`src/sv/mcc_pkg.sv`:
```
// Package: payload types and constants for the collision cost block.
`timescale 1ns / 1ps
package mcc_pkg;
   localparam int MAX_STEPS = 256;
   localparam int FRAC_BITS = 16;
   localparam int SUM_W = 48;
   localparam logic [SUM_W-1:0] MAX48 = {SUM_W{1'b1}};
   localparam logic [23:0] WEIGHT_RESET = 24'd65536;

   typedef struct packed {
      logic [7:0] step_index;
      logic [8:0] path_length;
      logic signed [31:0] traj_x;
      logic signed [31:0] traj_y;
      logic signed [31:0] mean_x;
      logic signed [31:0] mean_y;
      logic signed [31:0] cov_xx;
      logic signed [31:0] cov_xy;
      logic signed [31:0] cov_yx;
      logic signed [31:0] cov_yy;
      logic last;
   } req_type;

   typedef struct packed {
      logic [47:0] total_cost;
      logic [47:0] weighted_cost;
      logic saturated;
   } rsp_type;

   // classified item handed from front to back
   typedef struct packed {
      logic active;
      logic [8:0] num_k;
      logic [8:0] den_n;
      logic signed [32:0] dx;
      logic signed [32:0] dy;
      logic signed [31:0] cxx;
      logic signed [31:0] cxy;
      logic signed [31:0] cyx;
      logic signed [31:0] cyy;
      logic last;
   } job_type;
endpackage

```
`src/sv/mcc_front.sv`:
```
// Front end: accepts transactions, classifies step range, queues jobs.
`timescale 1ns / 1ps
module mcc_front import mcc_pkg::*; (
   input  logic clock,
   input  logic reset,
   input  logic req_push,
   output logic req_full,
   input  req_type req_data,
   output logic job_valid,
   input  logic job_take,
   output job_type job
);
   localparam int DEPTH = 2;
   job_type q_ff [DEPTH];
   logic [0:0] wp_ff, rp_ff;
   logic [1:0] cnt_ff;
   job_type j;
   logic [8:0] n;
   logic push_ok, pop_ok;

   always_comb begin
      n = (req_data.path_length > 9'(MAX_STEPS)) ? 9'(MAX_STEPS) : req_data.path_length;
      j.active = (req_data.step_index != 8'd0) && ({1'b0, req_data.step_index} < n);
      j.num_k = n - {1'b0, req_data.step_index};
      j.den_n = n;
      j.dx = 33'(req_data.traj_x) - 33'(req_data.mean_x);
      j.dy = 33'(req_data.traj_y) - 33'(req_data.mean_y);
      j.cxx = req_data.cov_xx;
      j.cxy = req_data.cov_xy;
      j.cyx = req_data.cov_yx;
      j.cyy = req_data.cov_yy;
      j.last = req_data.last;
   end

   assign req_full = (cnt_ff == 2'(DEPTH));
   assign job_valid = (cnt_ff != 2'd0);
   assign job = q_ff[rp_ff];
   assign push_ok = req_push && !req_full;
   assign pop_ok = job_take && job_valid;

   always_ff @(posedge clock) begin
      if (push_ok) q_ff[wp_ff] <= j;
      if (reset) begin
         wp_ff <= '0;
         rp_ff <= '0;
         cnt_ff <= '0;
      end else begin
         if (push_ok) wp_ff <= wp_ff + 1'b1;
         if (pop_ok) rp_ff <= rp_ff + 1'b1;
         cnt_ff <= cnt_ff + 2'(push_ok) - 2'(pop_ok);
      end
   end
endmodule

```
`config.mk`:
```
export PLATFORM = sky130hd
export DESIGN_NAME = mcc_front
export DESIGN_NICKNAME = d
export VERILOG_FILES = /design/src/sv/mcc_pkg.sv /design/src/sv/mcc_front.sv
export SDC_FILE = /design/constraint.sdc
export NUM_CORES = 1
export LEC_CHECK = 0
export ABC_AREA = 1
export ABC_CLOCK_PERIOD_IN_PS = 15700
export BUFFER_PORTS_ARGS = -buffer_cell sky130_fd_sc_hd__buf_2
export CAP_MARGIN = 20
export CORE_UTILIZATION = 55
export CTS_CLUSTER_DIAMETER = 150
export DETAILED_ROUTE_END_ITERATION = 8
export GPL_TIMING_DRIVEN = 0
export PLACE_DENSITY_LB_ADDON = 0.12
export REMOVE_ABC_BUFFERS = 1
export SETUP_SLACK_MARGIN = 0.5
export SLEW_MARGIN = 0
export SYNTH_ARGS = -nofsm -noshare
export SYNTH_HDL_FRONTEND = slang
export SYNTH_SLANG_ARGS = --single-unit
```
`constraint.sdc`:
```
create_clock -name clock -period 15.7 [get_ports clock]
set_clock_uncertainty 0.05 [all_clocks]
set_input_delay 3.14 -clock clock [delete_from_list [all_inputs] [get_ports clock]]
set_output_delay 3.14 -clock clock [all_outputs]
set_load 0.01 [all_outputs]
```
==> results.md <==
* Status: finished, final reports clean
* Period minus WS final at 5.79 ns
* Crit share post-route at 36.9%
* Post-CTS Setup Inserts at 0
* CP max-delay cell: dfxtp_4
* Post-synthesis cell area at 0.0213 sq mm
* CTS Hold Buffers Added at 0
* First-pass GRT wire length at 79,000 microns
* Die area at 0.0396 sq mm
* Synth Area in Compound Gates at 1.46%
* CTS tree: built
* Initial antenna violation count at 13
* Synth async-reset ratio at 0%
* R2R Path Start: cnt_ff[1]
* I/O Buffers at 493
* Synth Flop Type: edfxtp_1
* Most used cell, CP: buf_16
* Startpoint class of the critical path: register
* Routability Congestion at 0.914
* Global Route Usage Sum at 26.5%
* Share of the synthesized area in the top cell type at 60.3%
* Overall power at 3.64 mW
* Clk sinks at 433
* Number of global-route vias before repair at 14,739
* Worst skew pair latency at 0.56 ns
* Clk buf depth at 3
* Total Wirelength at 52,600 microns
* Hold Crit Class: register to register
* Largest family of logic cells by synthesized area: simple AND/OR/NAND/NOR gates
* Worst EP arrival at 2.60 ns
* Initial Utilization at 56.2%
* Actual slew at the worst max-slew pin at 0.833 ns
* Mux contribution to synthesized area at 11.3%
* Fill cells at 2,947
* Peak supply drop at 0.118 mV
* RSZ-0062 raised after global routing: no
* Vias at 14,870
* Area share of fa/ha/maj cells after synthesis at 4.62%
* Final setup margin at 9.91 ns
* Yosys top cell by area: edfxtp_1
* Largest net degree at the start of global routing at 67
* Number of flops mapped to enable cells by yosys at 428
* 1st-iter DRT viols at 669
* Fin nets at 2,788
* Mapped Avg Cell Area at 11.2 sq um
* FMAX at 0.173 GHz
* CTS clk-pin slew, worst paths at 0.06 ns
* Chip Height at 199 microns
* Total CTS buffers at 44
* Worst path cell trace: buf_16 > buf_16 > mux2_2 > buf_2
* CP Class: register to primary output
* Drt via density at 4.98
* Max-Cap Viols at 0
* Share of cells above drive strength 1 at 33.1%
* Xor/xnor cell area share of the yosys netlist at 1.56%
* Slew margin rel. at 43.9%
* Fin util at 69.1%
* Root buffer cell: clkbuf_16
* Area of the core at 0.0379 sq mm
* Post-cts repair resize count at 0
* Post-DR wirelength/cell at 17.6 microns
* Synth cell types at 31
* Hold_sp: rp_ff
* Largest cells by area after synthesis: edfxtp_1, mux2_2, nand2_1, inv_1, ha_1
* CP required at 12.51 ns
* Slowest stage delay, CP at 0.72 ns
* Area grow syn2layout at 22.9%
* Leakage at 12.1 nW
* Hold Violations, Final at 0
* Power Density at 139 mW/mm^2
* Worst setup EP type: primary output
* DP Worst Slack at 10.21 ns
* Syn Inst Count at 1,899
* TritonRoute pass-1 iters at 5
* Final setup viols at 0
* Die width at 199 microns
* Critical path fanouts, max at 66
* Max Transition Viols Final at 0
* H-tree lvl count at 2
* # IOs at 494
* Row count at 71
* Post-DP HPWL at 41,200 microns
* Yosys warns at 0
* Remaining antenna violation count at 0
* Grt ovf at 0
* Post-Synth Simple-Gate Area at 13.3%
* Seq/Total Area, Yosys at 60.8%
* Drt drc at 0
* Synth Register Bits at 433
## final timing paths
kind / depth (start not counted) / slack [ns] / endpoint
hold / removal: 2 / 0.43 / register
setup reg to reg: 7 / 13.32 / q_ff[0][53]
setup / recovery: 4 / 9.91 / job[45]
hold reg to reg: 2 / 0.43 / register
## synth_stat cells, types with 3 or more instances
cell	number
a21oi_1	49
mux2_2	214
buf_2	8
ha_1	74
nor2_1	99
dfxtp_1	5
buf_6	6
o21ai_0	3
nor3_1	5
nand4_1	9
edfxtp_1	428
fa_1	3
and2_1	4
nand3_1	49
or2_1	3
xnor2_1	7
nand2_1	508
nand2_2	18
buf_4	11
xor2_1	31
inv_1	348
## layout by cell type (no fill, tap or decap), types with 12 or more instances in the layout
cell         n
nor2_1      97
ha_1        74
clkbuf_16   44
buf_2      493
nand3_1     49
mux2_2     214
inv_1      348
nand2_2     18
edfxtp_1   428
diode_2     12
nand2_1    508
a21oi_1     49
xor2_1      31
buf_12      12
## logic make-up after synthesis
| group | count (synthesis) |
|---|---|
| AO/OA/AOI/OAI | 59 |
| XOR/XNOR | 38 |
| adder cells (fa/ha/maj) | 77 |
| buffers and inverters | 374 |
| flip-flops | 433 |
| multiplexers | 214 |
| AND/OR/NAND/NOR | 704 |
## per-layer routing
layer  GRT usage, %  up-vias  part of all wire [%]
met3           6.93      104                   7.8
li1               -     7364                     -
met4           12.1        2                   3.9
met1           30.8     6965                    39
met2           45.7      435                    49
met5              0        -                 0.029
## worst max-delay path: cells and delay by family (launching register included)
kind,cells,cell delay (ns)
flip-flops,1,0.72
multiplexers,1,0.38
buffers and inverters,3,0.84
## sequential cells by signal, summed over array words and instances (netlist names), named ones only
register,cells
cnt_ff,2
rp_ff,1
wp_ff,1
q_ff,428
## area by class of cell
type                       count  area [sq um]  area share, %
clock inverter                25           295           1.13
tap                          511           639           2.44
multi-input combinational   1092          6880           26.3
clock buffer                  53          1130           4.33
timing repair buffer         514          2960           11.3
inverter                     348          1310           4.99
antenna                       12          30.0          0.115
sequential                   433         13000           49.5
## stage by stage
stage                     instance area [sq um]  setup TNS (ns)  hold WS, ns  instances
after CTS                                 26200               0        0.430       2976
after detailed placement                  24700               0        0.419       2898
after global placement                    24200        -1144.37        0.419       2877
after floorplan                           21100               0        0.404       1873
final                                     26200               0        0.425       2988
after global routing                      26200               0        0.471       2984
## where the power goes
part / switching, mW / internal, mW / leakage [nW]
clock network: 0.429 / 0.615 / 0.696
registers: 0.0497 / 1.50 / 4.05
logic: 0.595 / 0.450 / 7.37
Note: power is estimated with default switching activity, not from simulation.
